<file path="src/hdl/bse_pkg.sv">
package bse_pkg;

  localparam int MV_W            = 16;
  localparam int PCT_W           = 7;
  localparam int DEN_W           = 8;
  localparam int IDX_W           = 8;
  localparam int CURVE_POINTS    = 12;
  localparam int SEG_W           = 4;
  localparam int STEP_PCT_W      = 4;
  localparam int PROD_W          = 12;
  localparam int SAMPLES_DEFAULT = 8;

  localparam logic [IDX_W-1:0] REG_MIN_MV = IDX_W'(0);
  localparam logic [IDX_W-1:0] REG_MAX_MV = IDX_W'(1);

  localparam logic [PCT_W-1:0] PCT_FULL = PCT_W'(100);

  typedef enum logic [2:0] {
    ST_IDLE,
    ST_DIV_AVG,
    ST_CHECK,
    ST_MUL,
    ST_START_PCT,
    ST_DIV_PCT,
    ST_SMOOTH,
    ST_OUT
  } back_state_e;

  typedef struct packed {
    logic             reading_valid;
    logic [MV_W-1:0]  average_mv;
    logic [PCT_W-1:0] curve_percent;
    logic [PCT_W-1:0] shown_percent;
  } result_t;

  typedef struct packed {
    logic busy;
    logic done;
  } div_status_t;

  // Discharge curve, highest point first.
  function automatic logic [MV_W-1:0] curve_mv(input logic [SEG_W-1:0] k);
    logic [MV_W-1:0] v;
    unique case (k)
      4'd0:    v = 16'd4200;
      4'd1:    v = 16'd4100;
      4'd2:    v = 16'd4000;
      4'd3:    v = 16'd3930;
      4'd4:    v = 16'd3870;
      4'd5:    v = 16'd3820;
      4'd6:    v = 16'd3790;
      4'd7:    v = 16'd3770;
      4'd8:    v = 16'd3740;
      4'd9:    v = 16'd3680;
      4'd10:   v = 16'd3450;
      4'd11:   v = 16'd3200;
      default: v = 16'd0;
    endcase
    return v;
  endfunction

  function automatic logic [PCT_W-1:0] curve_pct(input logic [SEG_W-1:0] k);
    logic [PCT_W-1:0] v;
    unique case (k)
      4'd0:    v = 7'd100;
      4'd1:    v = 7'd90;
      4'd2:    v = 7'd80;
      4'd3:    v = 7'd70;
      4'd4:    v = 7'd60;
      4'd5:    v = 7'd50;
      4'd6:    v = 7'd40;
      4'd7:    v = 7'd30;
      4'd8:    v = 7'd20;
      4'd9:    v = 7'd10;
      4'd10:   v = 7'd5;
      4'd11:   v = 7'd0;
      default: v = 7'd0;
    endcase
    return v;
  endfunction

endpackage

</file>
<file path="src/hdl/bse_if.sv">
interface bse_sample_if;
  import bse_pkg::*;
  logic            valid;
  logic            ready;
  logic [MV_W-1:0] sample_mv;
  modport source (output valid, output sample_mv, input ready);
  modport sink   (input valid, input sample_mv, output ready);
endinterface

interface bse_cfg_if;
  import bse_pkg::*;
  logic             valid;
  logic             ready;
  logic [IDX_W-1:0] index;
  logic [MV_W-1:0]  data;
  modport source (output valid, output index, output data, input ready);
  modport sink   (input valid, input index, input data, output ready);
endinterface

interface bse_result_if;
  import bse_pkg::*;
  logic             valid;
  logic             ready;
  logic             reading_valid;
  logic [MV_W-1:0]  average_mv;
  logic [PCT_W-1:0] curve_percent;
  logic [PCT_W-1:0] shown_percent;
  modport source (output valid, output reading_valid, output average_mv,
                  output curve_percent, output shown_percent, input ready);
  modport sink   (input valid, input reading_valid, input average_mv,
                  input curve_percent, input shown_percent, output ready);
endinterface

</file>
<file path="src/hdl/bse_front.sv">
module bse_front #(
  parameter int SAMPLES_PER_READING = bse_pkg::SAMPLES_DEFAULT,
  parameter int SUM_W               = bse_pkg::MV_W + 4,
  parameter int CNT_W               = 4
) (
  input  logic                        clk_i,
  input  logic                        rst_ni,
  input  logic                        sample_valid_i,
  input  logic [bse_pkg::MV_W-1:0]    sample_mv_i,
  output logic                        sample_ready_o,
  input  logic                        full_i,
  output logic                        push_o,
  output logic [SUM_W+CNT_W-1:0]      push_data_o
);
  import bse_pkg::*;

  localparam int POS_W = (SAMPLES_PER_READING > 1) ? $clog2(SAMPLES_PER_READING) : 1;
  localparam logic [POS_W-1:0] POS_LAST = POS_W'(SAMPLES_PER_READING - 1);

  logic [SUM_W-1:0] sum_q, sum_d, sum_add;
  logic [CNT_W-1:0] cnt_q, cnt_d, cnt_add;
  logic [POS_W-1:0] pos_q, pos_d;
  logic             last, accept, nonzero;

  assign last           = (pos_q == POS_LAST);
  assign sample_ready_o = !(last && full_i);
  assign accept         = sample_valid_i && sample_ready_o;
  assign nonzero        = (sample_mv_i != '0);

  assign sum_add = sum_q + (nonzero ? SUM_W'(sample_mv_i) : '0);
  assign cnt_add = cnt_q + (nonzero ? CNT_W'(1) : '0);

  assign push_o      = accept && last;
  assign push_data_o = {sum_add, cnt_add};

  always_comb begin
    sum_d = sum_q;
    cnt_d = cnt_q;
    pos_d = pos_q;
    if (accept) begin
      if (last) begin
        sum_d = '0;
        cnt_d = '0;
        pos_d = '0;
      end else begin
        sum_d = sum_add;
        cnt_d = cnt_add;
        pos_d = pos_q + POS_W'(1);
      end
    end
  end

  always_ff @(posedge clk_i or negedge rst_ni) begin
    if (!rst_ni) begin
      sum_q <= '0;
      cnt_q <= '0;
      pos_q <= '0;
    end else begin
      sum_q <= sum_d;
      cnt_q <= cnt_d;
      pos_q <= pos_d;
    end
  end

endmodule

</file>
<file path="src/hdl/bse_fifo.sv">
module bse_fifo #(
  parameter int W = 24
) (
  input  logic         clk_i,
  input  logic         rst_ni,
  input  logic         push_i,
  input  logic [W-1:0] push_data_i,
  input  logic         pop_i,
  output logic [W-1:0] pop_data_o,
  output logic         full_o,
  output logic         empty_o
);

  logic [W-1:0] mem_q [2];
  logic         wr_ptr_q, rd_ptr_q;
  logic [1:0]   level_q;

  assign full_o     = (level_q == 2'd2);
  assign empty_o    = (level_q == 2'd0);
  assign pop_data_o = mem_q[rd_ptr_q];

  always_ff @(posedge clk_i) begin
    if (push_i) begin
      mem_q[wr_ptr_q] <= push_data_i;
    end
  end

  always_ff @(posedge clk_i or negedge rst_ni) begin
    if (!rst_ni) begin
      wr_ptr_q <= 1'b0;
      rd_ptr_q <= 1'b0;
      level_q  <= 2'd0;
    end else begin
      if (push_i) wr_ptr_q <= ~wr_ptr_q;
      if (pop_i)  rd_ptr_q <= ~rd_ptr_q;
      unique case ({push_i, pop_i})
        2'b10:   level_q <= level_q + 2'd1;
        2'b01:   level_q <= level_q - 2'd1;
        default: level_q <= level_q;
      endcase
    end
  end

endmodule

</file>
<file path="src/hdl/bse_div.sv">
module bse_div #(
  parameter int NUM_W = 20
) (
  input  logic                      clk_i,
  input  logic                      rst_ni,
  input  logic                      start_i,
  input  logic [NUM_W-1:0]          num_i,
  input  logic [bse_pkg::DEN_W-1:0] den_i,
  output logic [NUM_W-1:0]          quo_o,
  output bse_pkg::div_status_t      status_o
);
  import bse_pkg::*;

  localparam int STEP_W = $clog2(NUM_W + 1);

  logic [DEN_W-1:0]  rem_q, den_q;
  logic [NUM_W-1:0]  quo_q;
  logic [STEP_W-1:0] step_q;
  logic              busy_q, done_q;
  logic [DEN_W:0]    trial;
  logic              fits;

  // Restoring divide, one quotient bit per cycle.
  assign trial = {rem_q, quo_q[NUM_W-1]};
  assign fits  = (trial >= {1'b0, den_q});

  assign quo_o         = quo_q;
  assign status_o.busy = busy_q;
  assign status_o.done = done_q;

  always_ff @(posedge clk_i) begin
    if (start_i) begin
      rem_q <= '0;
      quo_q <= num_i;
      den_q <= den_i;
    end else if (busy_q) begin
      rem_q <= fits ? DEN_W'(trial - {1'b0, den_q}) : trial[DEN_W-1:0];
      quo_q <= {quo_q[NUM_W-2:0], fits};
    end
  end

  always_ff @(posedge clk_i or negedge rst_ni) begin
    if (!rst_ni) begin
      busy_q <= 1'b0;
      done_q <= 1'b0;
      step_q <= '0;
    end else begin
      done_q <= 1'b0;
      if (start_i) begin
        busy_q <= 1'b1;
        step_q <= STEP_W'(NUM_W);
      end else if (busy_q) begin
        step_q <= step_q - STEP_W'(1);
        if (step_q == STEP_W'(1)) begin
          busy_q <= 1'b0;
          done_q <= 1'b1;
        end
      end
    end
  end

endmodule

</file>
<file path="src/hdl/bse_back.sv">
module bse_back #(
  parameter int SUM_W = bse_pkg::MV_W + 4,
  parameter int CNT_W = 4
) (
  input  logic                     clk_i,
  input  logic                     rst_ni,
  input  logic                     empty_i,
  input  logic [SUM_W+CNT_W-1:0]   pop_data_i,
  output logic                     pop_o,
  input  logic [bse_pkg::MV_W-1:0] min_mv_i,
  input  logic [bse_pkg::MV_W-1:0] max_mv_i,
  output logic                     out_valid_o,
  input  logic                     out_ready_i,
  output bse_pkg::result_t         result_o
);
  import bse_pkg::*;

  back_state_e         state_q, state_d;
  logic [SUM_W-1:0]    win_sum;
  logic [CNT_W-1:0]    win_cnt;
  logic                div_start;
  logic [SUM_W-1:0]    div_num, div_quo;
  logic [DEN_W-1:0]    div_den;
  div_status_t         div_st;

  logic [MV_W-1:0]     avg_q;
  logic [SEG_W-1:0]    seg_q, seg_prev, seg_hit;
  logic                seg_found;
  logic [PROD_W-1:0]   prod_q;
  logic [PCT_W-1:0]    pct_q, sm_pct_q, sm_next;
  logic                sm_valid_q;
  result_t             res_q;
  logic                invalid, at_top;
  logic [MV_W-1:0]     diff_mv, span_mv;
  logic [PCT_W-1:0]    pct_step;

  assign {win_sum, win_cnt} = pop_data_i;

  assign invalid  = (avg_q < min_mv_i) || (avg_q > max_mv_i);
  assign at_top   = (avg_q >= curve_mv(SEG_W'(0)));
  assign seg_prev = seg_q - SEG_W'(1);
  assign diff_mv  = avg_q - curve_mv(seg_q);
  assign span_mv  = curve_mv(seg_prev) - curve_mv(seg_q);
  assign pct_step = curve_pct(seg_prev) - curve_pct(seg_q);

  // First curve point at or below the average; descending scan keeps the lowest index.
  always_comb begin
    seg_hit   = '0;
    seg_found = 1'b0;
    for (int k = CURVE_POINTS - 1; k >= 1; k--) begin
      if (avg_q >= curve_mv(SEG_W'(k))) begin
        seg_hit   = SEG_W'(k);
        seg_found = 1'b1;
      end
    end
  end

  always_comb begin
    if (!sm_valid_q)          sm_next = pct_q;
    else if (pct_q > sm_pct_q) sm_next = sm_pct_q + PCT_W'(1);
    else if (pct_q < sm_pct_q) sm_next = sm_pct_q - PCT_W'(1);
    else                       sm_next = sm_pct_q;
  end

  bse_div #(.NUM_W(SUM_W)) u_div (
    .clk_i    (clk_i),
    .rst_ni   (rst_ni),
    .start_i  (div_start),
    .num_i    (div_num),
    .den_i    (div_den),
    .quo_o    (div_quo),
    .status_o (div_st)
  );

  // Next state
  always_comb begin
    state_d = state_q;
    unique case (state_q)
      ST_IDLE: begin
        if (!empty_i) state_d = (win_cnt == '0) ? ST_CHECK : ST_DIV_AVG;
      end
      ST_DIV_AVG: begin
        if (div_st.done) state_d = ST_CHECK;
      end
      ST_CHECK: begin
        if (invalid)                 state_d = ST_OUT;
        else if (at_top || !seg_found) state_d = ST_SMOOTH;
        else                         state_d = ST_MUL;
      end
      ST_MUL:       state_d = ST_START_PCT;
      ST_START_PCT: state_d = ST_DIV_PCT;
      ST_DIV_PCT: begin
        if (div_st.done) state_d = ST_SMOOTH;
      end
      ST_SMOOTH:    state_d = ST_OUT;
      ST_OUT: begin
        if (out_ready_i) state_d = ST_IDLE;
      end
      default:      state_d = ST_IDLE;
    endcase
  end

  // Outputs
  always_comb begin
    pop_o       = 1'b0;
    div_start   = 1'b0;
    div_num     = win_sum;
    div_den     = DEN_W'(win_cnt);
    out_valid_o = 1'b0;
    unique case (state_q)
      ST_IDLE: begin
        pop_o     = !empty_i;
        div_start = !empty_i && (win_cnt != '0);
      end
      ST_START_PCT: begin
        div_start = 1'b1;
        div_num   = SUM_W'(prod_q);
        div_den   = span_mv[DEN_W-1:0];
      end
      ST_OUT:  out_valid_o = 1'b1;
      default: ;
    endcase
  end

  assign result_o = res_q;

  always_ff @(posedge clk_i) begin
    unique case (state_q)
      ST_IDLE: begin
        if (!empty_i && win_cnt == '0) avg_q <= '0;
      end
      ST_DIV_AVG: begin
        if (div_st.done) avg_q <= div_quo[MV_W-1:0];
      end
      ST_CHECK: begin
        seg_q <= seg_hit;
        pct_q <= at_top ? PCT_FULL : '0;
        if (invalid) begin
          res_q.reading_valid <= 1'b0;
          res_q.average_mv    <= avg_q;
          res_q.curve_percent <= '0;
          res_q.shown_percent <= '0;
        end
      end
      ST_MUL: begin
        prod_q <= PROD_W'(diff_mv[DEN_W-1:0]) * PROD_W'(pct_step[STEP_PCT_W-1:0]);
      end
      ST_DIV_PCT: begin
        if (div_st.done) pct_q <= curve_pct(seg_q) + div_quo[PCT_W-1:0];
      end
      ST_SMOOTH: begin
        res_q.reading_valid <= 1'b1;
        res_q.average_mv    <= avg_q;
        res_q.curve_percent <= pct_q;
        res_q.shown_percent <= sm_next;
      end
      default: ;
    endcase
  end

  always_ff @(posedge clk_i or negedge rst_ni) begin
    if (!rst_ni) begin
      state_q    <= ST_IDLE;
      sm_pct_q   <= '0;
      sm_valid_q <= 1'b0;
    end else begin
      state_q <= state_d;
      if (state_q == ST_CHECK && invalid) begin
        sm_pct_q   <= '0;
        sm_valid_q <= 1'b0;
      end else if (state_q == ST_SMOOTH) begin
        sm_pct_q   <= sm_next;
        sm_valid_q <= 1'b1;
      end
    end
  end

endmodule

</file>
<file path="src/hdl/battery_soc_estimator.sv">
// Battery state-of-charge estimator for a single lithium cell.
// Channels: sample_i carries one voltage sample (mV) per request, zero
// meaning a failed sample; result_o carries one reading per window of
// SAMPLES_PER_READING samples; cfg_i writes the plausible window bounds
// (index 0 = min mV, index 1 = max mV, other indexes ignored, always ready).
// The front accumulates samples at one per cycle, holding a window's last
// sample while the queue is full, and hands each finished window (sum,
// nonzero count) to a two-entry queue. The back pops a window, averages it
// on a shared bit-serial divider, checks the plausible window, interpolates
// on the 12-point curve (multiply, then the same divider) and applies the
// one-point slew limit to the shown percent. The divider gives one quotient
// bit per cycle over SUM_W = 16 + clog2(N+1) bits; a reading that skips a
// divider pass comes out sooner. The front takes the next window's samples
// while the back is still working on the last one.
// Reset clears the accumulator, queue, slew state and restores the bounds
// to 2500/4500 mV. When the receiver stalls, the result holds in the back's
// output register; the front keeps taking samples until the queue is full
// and the current window's last sample arrives.
module battery_soc_estimator #(
  parameter int SAMPLES_PER_READING = bse_pkg::SAMPLES_DEFAULT
) (
  input logic          clk_i,
  input logic          rst_ni,
  bse_sample_if.sink   sample_i,
  bse_cfg_if.sink      cfg_i,
  bse_result_if.source result_o
);
  import bse_pkg::*;

  // Sum and count widths follow the window length.
  localparam int CNT_W = $clog2(SAMPLES_PER_READING + 1);
  localparam int SUM_W = MV_W + CNT_W;
  localparam int WIN_W = SUM_W + CNT_W;

  logic [MV_W-1:0]  min_mv_q, max_mv_q;
  logic             win_push, fifo_full, fifo_empty, fifo_pop;
  logic [WIN_W-1:0] win_data, fifo_data;
  result_t          res;

  // Configuration writes, taken every cycle.
  assign cfg_i.ready = 1'b1;

  always_ff @(posedge clk_i or negedge rst_ni) begin
    if (!rst_ni) begin
      min_mv_q <= MV_W'(2500);
      max_mv_q <= MV_W'(4500);
    end else if (cfg_i.valid) begin
      if (cfg_i.index == REG_MIN_MV) min_mv_q <= cfg_i.data;
      if (cfg_i.index == REG_MAX_MV) max_mv_q <= cfg_i.data;
    end
  end

  bse_front #(
    .SAMPLES_PER_READING (SAMPLES_PER_READING),
    .SUM_W               (SUM_W),
    .CNT_W               (CNT_W)
  ) u_front (
    .clk_i          (clk_i),
    .rst_ni         (rst_ni),
    .sample_valid_i (sample_i.valid),
    .sample_mv_i    (sample_i.sample_mv),
    .sample_ready_o (sample_i.ready),
    .full_i         (fifo_full),
    .push_o         (win_push),
    .push_data_o    (win_data)
  );

  // Window queue between front and back.
  bse_fifo #(.W(WIN_W)) u_fifo (
    .clk_i       (clk_i),
    .rst_ni      (rst_ni),
    .push_i      (win_push),
    .push_data_i (win_data),
    .pop_i       (fifo_pop),
    .pop_data_o  (fifo_data),
    .full_o      (fifo_full),
    .empty_o     (fifo_empty)
  );

  bse_back #(
    .SUM_W (SUM_W),
    .CNT_W (CNT_W)
  ) u_back (
    .clk_i       (clk_i),
    .rst_ni      (rst_ni),
    .empty_i     (fifo_empty),
    .pop_data_i  (fifo_data),
    .pop_o       (fifo_pop),
    .min_mv_i    (min_mv_q),
    .max_mv_i    (max_mv_q),
    .out_valid_o (result_o.valid),
    .out_ready_i (result_o.ready),
    .result_o    (res)
  );

  assign result_o.reading_valid = res.reading_valid;
  assign result_o.average_mv    = res.average_mv;
  assign result_o.curve_percent = res.curve_percent;
  assign result_o.shown_percent = res.shown_percent;

  // A finished window never lands on a full queue.
  a_no_push_when_full: assert property (@(posedge clk_i) disable iff (!rst_ni)
    !(win_push && fifo_full))
    else $error("window pushed into full queue");

  // Windows only close on an accepted sample.
  a_push_on_accept: assert property (@(posedge clk_i) disable iff (!rst_ni)
    win_push |-> (sample_i.valid && sample_i.ready))
    else $error("window push without sample request");

  // Invalid readings carry zero percents.
  a_invalid_zero: assert property (@(posedge clk_i) disable iff (!rst_ni)
    (result_o.valid && !result_o.reading_valid) |->
      (result_o.curve_percent == '0 && result_o.shown_percent == '0))
    else $error("invalid reading with nonzero percent");

  // Percents stay on the curve's range.
  a_pct_range: assert property (@(posedge clk_i) disable iff (!rst_ni)
    result_o.valid |->
      (result_o.curve_percent <= PCT_FULL && result_o.shown_percent <= PCT_FULL))
    else $error("percent above full scale");

endmodule

</file>
<file path="src/flat_wrapper.sv">
// flat-port wrapper written by rule: the top's interface ports become plain ports
module battery_soc_estimator_flat import bse_pkg::*;
#(
  parameter int SAMPLES_PER_READING = bse_pkg::SAMPLES_DEFAULT
)
  (clk_i, rst_ni, sample_i_valid, sample_i_sample_mv, sample_i_ready, cfg_i_valid, cfg_i_index, cfg_i_data, cfg_i_ready, result_o_valid, result_o_reading_valid, result_o_average_mv, result_o_curve_percent, result_o_shown_percent, result_o_ready);
  bse_sample_if sample_i_i ();
  bse_cfg_if cfg_i_i ();
  bse_result_if result_o_i ();
  input logic clk_i;
  input logic rst_ni;
  input wire logic [$bits(sample_i_i.valid)-1:0] sample_i_valid;
  input wire logic [$bits(sample_i_i.sample_mv)-1:0] sample_i_sample_mv;
  output wire logic [$bits(sample_i_i.ready)-1:0] sample_i_ready;
  input wire logic [$bits(cfg_i_i.valid)-1:0] cfg_i_valid;
  input wire logic [$bits(cfg_i_i.index)-1:0] cfg_i_index;
  input wire logic [$bits(cfg_i_i.data)-1:0] cfg_i_data;
  output wire logic [$bits(cfg_i_i.ready)-1:0] cfg_i_ready;
  output wire logic [$bits(result_o_i.valid)-1:0] result_o_valid;
  output wire logic [$bits(result_o_i.reading_valid)-1:0] result_o_reading_valid;
  output wire logic [$bits(result_o_i.average_mv)-1:0] result_o_average_mv;
  output wire logic [$bits(result_o_i.curve_percent)-1:0] result_o_curve_percent;
  output wire logic [$bits(result_o_i.shown_percent)-1:0] result_o_shown_percent;
  input wire logic [$bits(result_o_i.ready)-1:0] result_o_ready;
  assign sample_i_i.valid = sample_i_valid;
  assign sample_i_i.sample_mv = sample_i_sample_mv;
  assign sample_i_ready = sample_i_i.ready;
  assign cfg_i_i.valid = cfg_i_valid;
  assign cfg_i_i.index = cfg_i_index;
  assign cfg_i_i.data = cfg_i_data;
  assign cfg_i_ready = cfg_i_i.ready;
  assign result_o_valid = result_o_i.valid;
  assign result_o_reading_valid = result_o_i.reading_valid;
  assign result_o_average_mv = result_o_i.average_mv;
  assign result_o_curve_percent = result_o_i.curve_percent;
  assign result_o_shown_percent = result_o_i.shown_percent;
  assign result_o_i.ready = result_o_ready;
  battery_soc_estimator #(.SAMPLES_PER_READING(SAMPLES_PER_READING)) u_core (.clk_i(clk_i), .rst_ni(rst_ni), .sample_i(sample_i_i), .cfg_i(cfg_i_i), .result_o(result_o_i));
endmodule
</file>
<file path="config.mk">
export PLATFORM = sky130hd
export DESIGN_NAME = battery_soc_estimator_flat
export DESIGN_NICKNAME = d
export VERILOG_FILES = /design/src/hdl/bse_pkg.sv /design/src/hdl/bse_if.sv /design/src/hdl/bse_front.sv /design/src/hdl/bse_fifo.sv /design/src/hdl/bse_div.sv /design/src/hdl/bse_back.sv /design/src/hdl/battery_soc_estimator.sv /design/src/flat_wrapper.sv
export SDC_FILE = /design/constraint.sdc
export NUM_CORES = 1
export LEC_CHECK = 0
export ABC_AREA = 1
export BUFFER_PORTS_ARGS = -buffer_cell sky130_fd_sc_hd__buf_2
export CAP_MARGIN = 20
export CORE_ASPECT_RATIO = 1.5
export CORE_UTILIZATION = 46
export CTS_CLUSTER_DIAMETER = 120
export CTS_CLUSTER_SIZE = 12
export DETAILED_ROUTE_END_ITERATION = 7
export HOLD_SLACK_MARGIN = 0.15
export PLACE_DENSITY = 0.68
export SLEW_MARGIN = 20
export SYNTH_ARGS = -nofsm -noshare
export SYNTH_HDL_FRONTEND = slang
export SYNTH_HIERARCHICAL = 1
export SYNTH_SLANG_ARGS = --single-unit
</file>
<file path="constraint.sdc">
create_clock -name clk_i -period 7.3 [get_ports clk_i]
set_input_delay 0.73 -clock clk_i [delete_from_list [all_inputs] [get_ports clk_i]]
set_output_delay 0.73 -clock clk_i [all_outputs]
set_load 0.01 [all_outputs]
</file>
==> impl_metrics.yaml <==
timing:
  setup_violations: 0
  period_minus_slack_ps: 6150
  period_share: 0.843
  fmax_ghz: 0.163
  worst_pin_slew_ps: 983
  final.setup_skew_ps: 14.3
  hold_viol: 0
  maxSlewViolCount: 0
  slew_headroom: 0.344
  fin_tns_setup_ps: 0
  rsz0062_at_grt: "no"
status:
  status: "completed"
cts:
  cts_sinks: 235
  path_clk_slew_ps: 70
  root_buffer: "clkbuf_16"
  cts_tree: "yes"
  clk_latency_ps: 530
  h-tree-depth: 1
  cts_buffers: 23
  clock_path_buffers: 3
  cts_resized: 0
floorplan:
  die_area_um2: 34000
  core_area_um2: 32600
  ios: 79
  rows: 81
  start_util: 0.468
  die_height_um: 225
  die_w_um: 151
routing:
  dr.first_iter.drc_count: 522
  routedWlPerCell_um: 14.3
  drt.antenna.violating_nets: 0
  drtPass1Iterations: 7
  via_count: 11900
  vias_per_cell: 5.02
  drc: 0
  drt-total-wl_mm: 33.8
final_layout:
  utilization: 0.511
  multi_input_area_um2: 7310
  syn_to_final_growth_pct: 9.13
  nNetsFinal: 2120
  fill_cells: 3129
  drive_gt1_frac: 0.102
  diodes: 0
  area.sequential_um2: 6580
global_routing:
  grt_pass1_vias: 12000
  grt_pass1_wl_mm: 56.3
  grtUsageTotal: 0.208
  overflow: 0
  grt_max_degree: 56
  antenna_found_initial: 0
min_path:
  hold_path_class: "in -> reg"
pwr:
  cellLeakagePower_nw: 8.03
  pwr-share-comb: 0.223
  peakVddDrop_mv: 0.187
  p_sw_w: 0.00106
  internal_power_w: 0.00246
  powerDensity_nw_per_um2: 212
  power_frac_seq: 0.468
  power_switching_share: 0.302
  p_clk_frac: 0.309
placed_design:
  gp_congestion: 0.938
  io_buffers: 77
  hpwlAfterDp_mm: 26.0
critical_path:
  critical_path_arrival_ps: 6440
  start_kind: "register"
  cpPeakStageDelay_ps: 620
  slowest_stage: "edfxtp_1"
  crit_path_max_fanout: 12
  cpMostUsedCell: "nand2_1"
  critPathKind: "reg -> reg"
  crit_required_ps: 7590
  end_kind: "register"
logic_synthesis:
  syn_avg_cell_area_um2: 8.14
  synth_area_um2: 15300
  synthesis.nets: 2058
  ys_warn_count: 6
  syn_inst: 1876
job:
  maxCapViolCount: 0
[cells in the final DEF (no fill, tap or decap), drive strengths merged, types with 17 or more instances in the layout]
cell type / instances
xor2: 31
clkbuf: 40
o21ai: 90
nand2: 574
nand3: 96
inv: 306
xnor2: 17
nor2: 163
buf: 85
dfrtp: 71
edfxtp: 146
fa: 18
a21oi: 77
ha: 119
[power groups by stage]
| stage | registers [W] | logic, W | clock network (W) |
|---|---|---|---|
| after global placement | 0.00167 | 0.000758 | 0 |
| final | 0.00165 | 0.000787 | 0.00109 |
| after detailed placement | 0.00168 | 0.000783 | 0 |
| after floorplan | 0.00166 | 0.000597 | 0 |
| after CTS | 0.00165 | 0.000788 | 0.00112 |
| after global routing | 0.00166 | 0.000900 | 0.00117 |
[worst max-delay path: cells and delay by family (launching register included)]
| kind | cells | cell delay [ps] |
|---|---|---|
| adders and majority gates | 7 | 2660 |
| xor gates and xnor gates | 2 | 400 |
| DFF | 1 | 620 |
| buffers and inverters | 5 | 540 |
| AOI/OAI and AO/OA | 6 | 750 |
| and+or+nand+nor | 10 | 900 |
[per-layer routing]
layer	track usage	wire length, um	vias up
met1	0.231	13600	5496
li1	-	-	6108
met3	0.0211	1180	61
met2	0.398	17900	239
met5	0	0	-
met4	0.0826	1140	0
[metrics by stage]
stage	hold WS (ps)	power (W)	setup WS, ps	area [um^2]	cells
5_1_grt	410	0.00373	718	16700	2370
6_report	408	0.00353	1150	16700	2370
2_1_floorplan	434	0.00225	1930	15300	1876
3_3_place_gp	452	0.00243	1250	16000	2327
4_1_cts	385	0.00356	1190	16700	2370
3_5_place_dp	459	0.00246	1190	16000	2327
[sequential cells by signal (all words and copies together), names as in the netlist, 12 cells and up]
register                   flops
u_core/u_front/sum_q          20
u_core/u_back/avg_q           16
u_core/max_mv_q               16
u_core/u_back/u_div/quo_o     20
u_core/u_back/result_o        31
u_core/u_fifo/mem_q           48
u_core/u_back/prod_q          12
u_core/min_mv_q               16
[final cells by class]
cell class	instances	share of cell area
Clock buffer	40	0.0384
Clock inverter	2	0.000901
Inverter	305	0.0688
Multi-Input combinational cell	1287	0.438
Sequential cell	235	0.395
Tap cell	415	0.0311
Timing Repair Buffer	86	0.0275
[what timing repair did]
action	4_1_cts	5_1_grt
hold buffers	1	0
buffers inserted	0	0
hold endpoints to repair	22	0
[path summary, 6_finish.rpt]
path | startpoint | to | slack, ps | depth (start not counted)
worst max register to register | u_core/u_back/seg_q[0]$_SDFFCE_PP1P_ | u_core/u_back/prod_q[10]$_DFFE_PP_ | 1150 | 30
min in group asynchronous | rst_ni | u_core/max_mv_q[9]$_DFFE_PN0P_ | 660 | 2
worst min register to register | u_core/max_mv_q[12]$_DFFE_PN1P_ | u_core/max_mv_q[12]$_DFFE_PN1P_ | 460 | 2
worst max-delay path | u_core/u_back/seg_q[0]$_SDFFCE_PP1P_ | u_core/u_back/prod_q[10]$_DFFE_PP_ | 1150 | 30
max in group asynchronous | rst_ni | u_core/u_front/cnt_q[1]$_DFFE_PN0P_ | 5470 | 3
worst min-delay path | cfg_i_data[8] | u_core/max_mv_q[8]$_DFFE_PN1P_ | 410 | 3
Note: power is estimated with default switching activity, not from simulation.
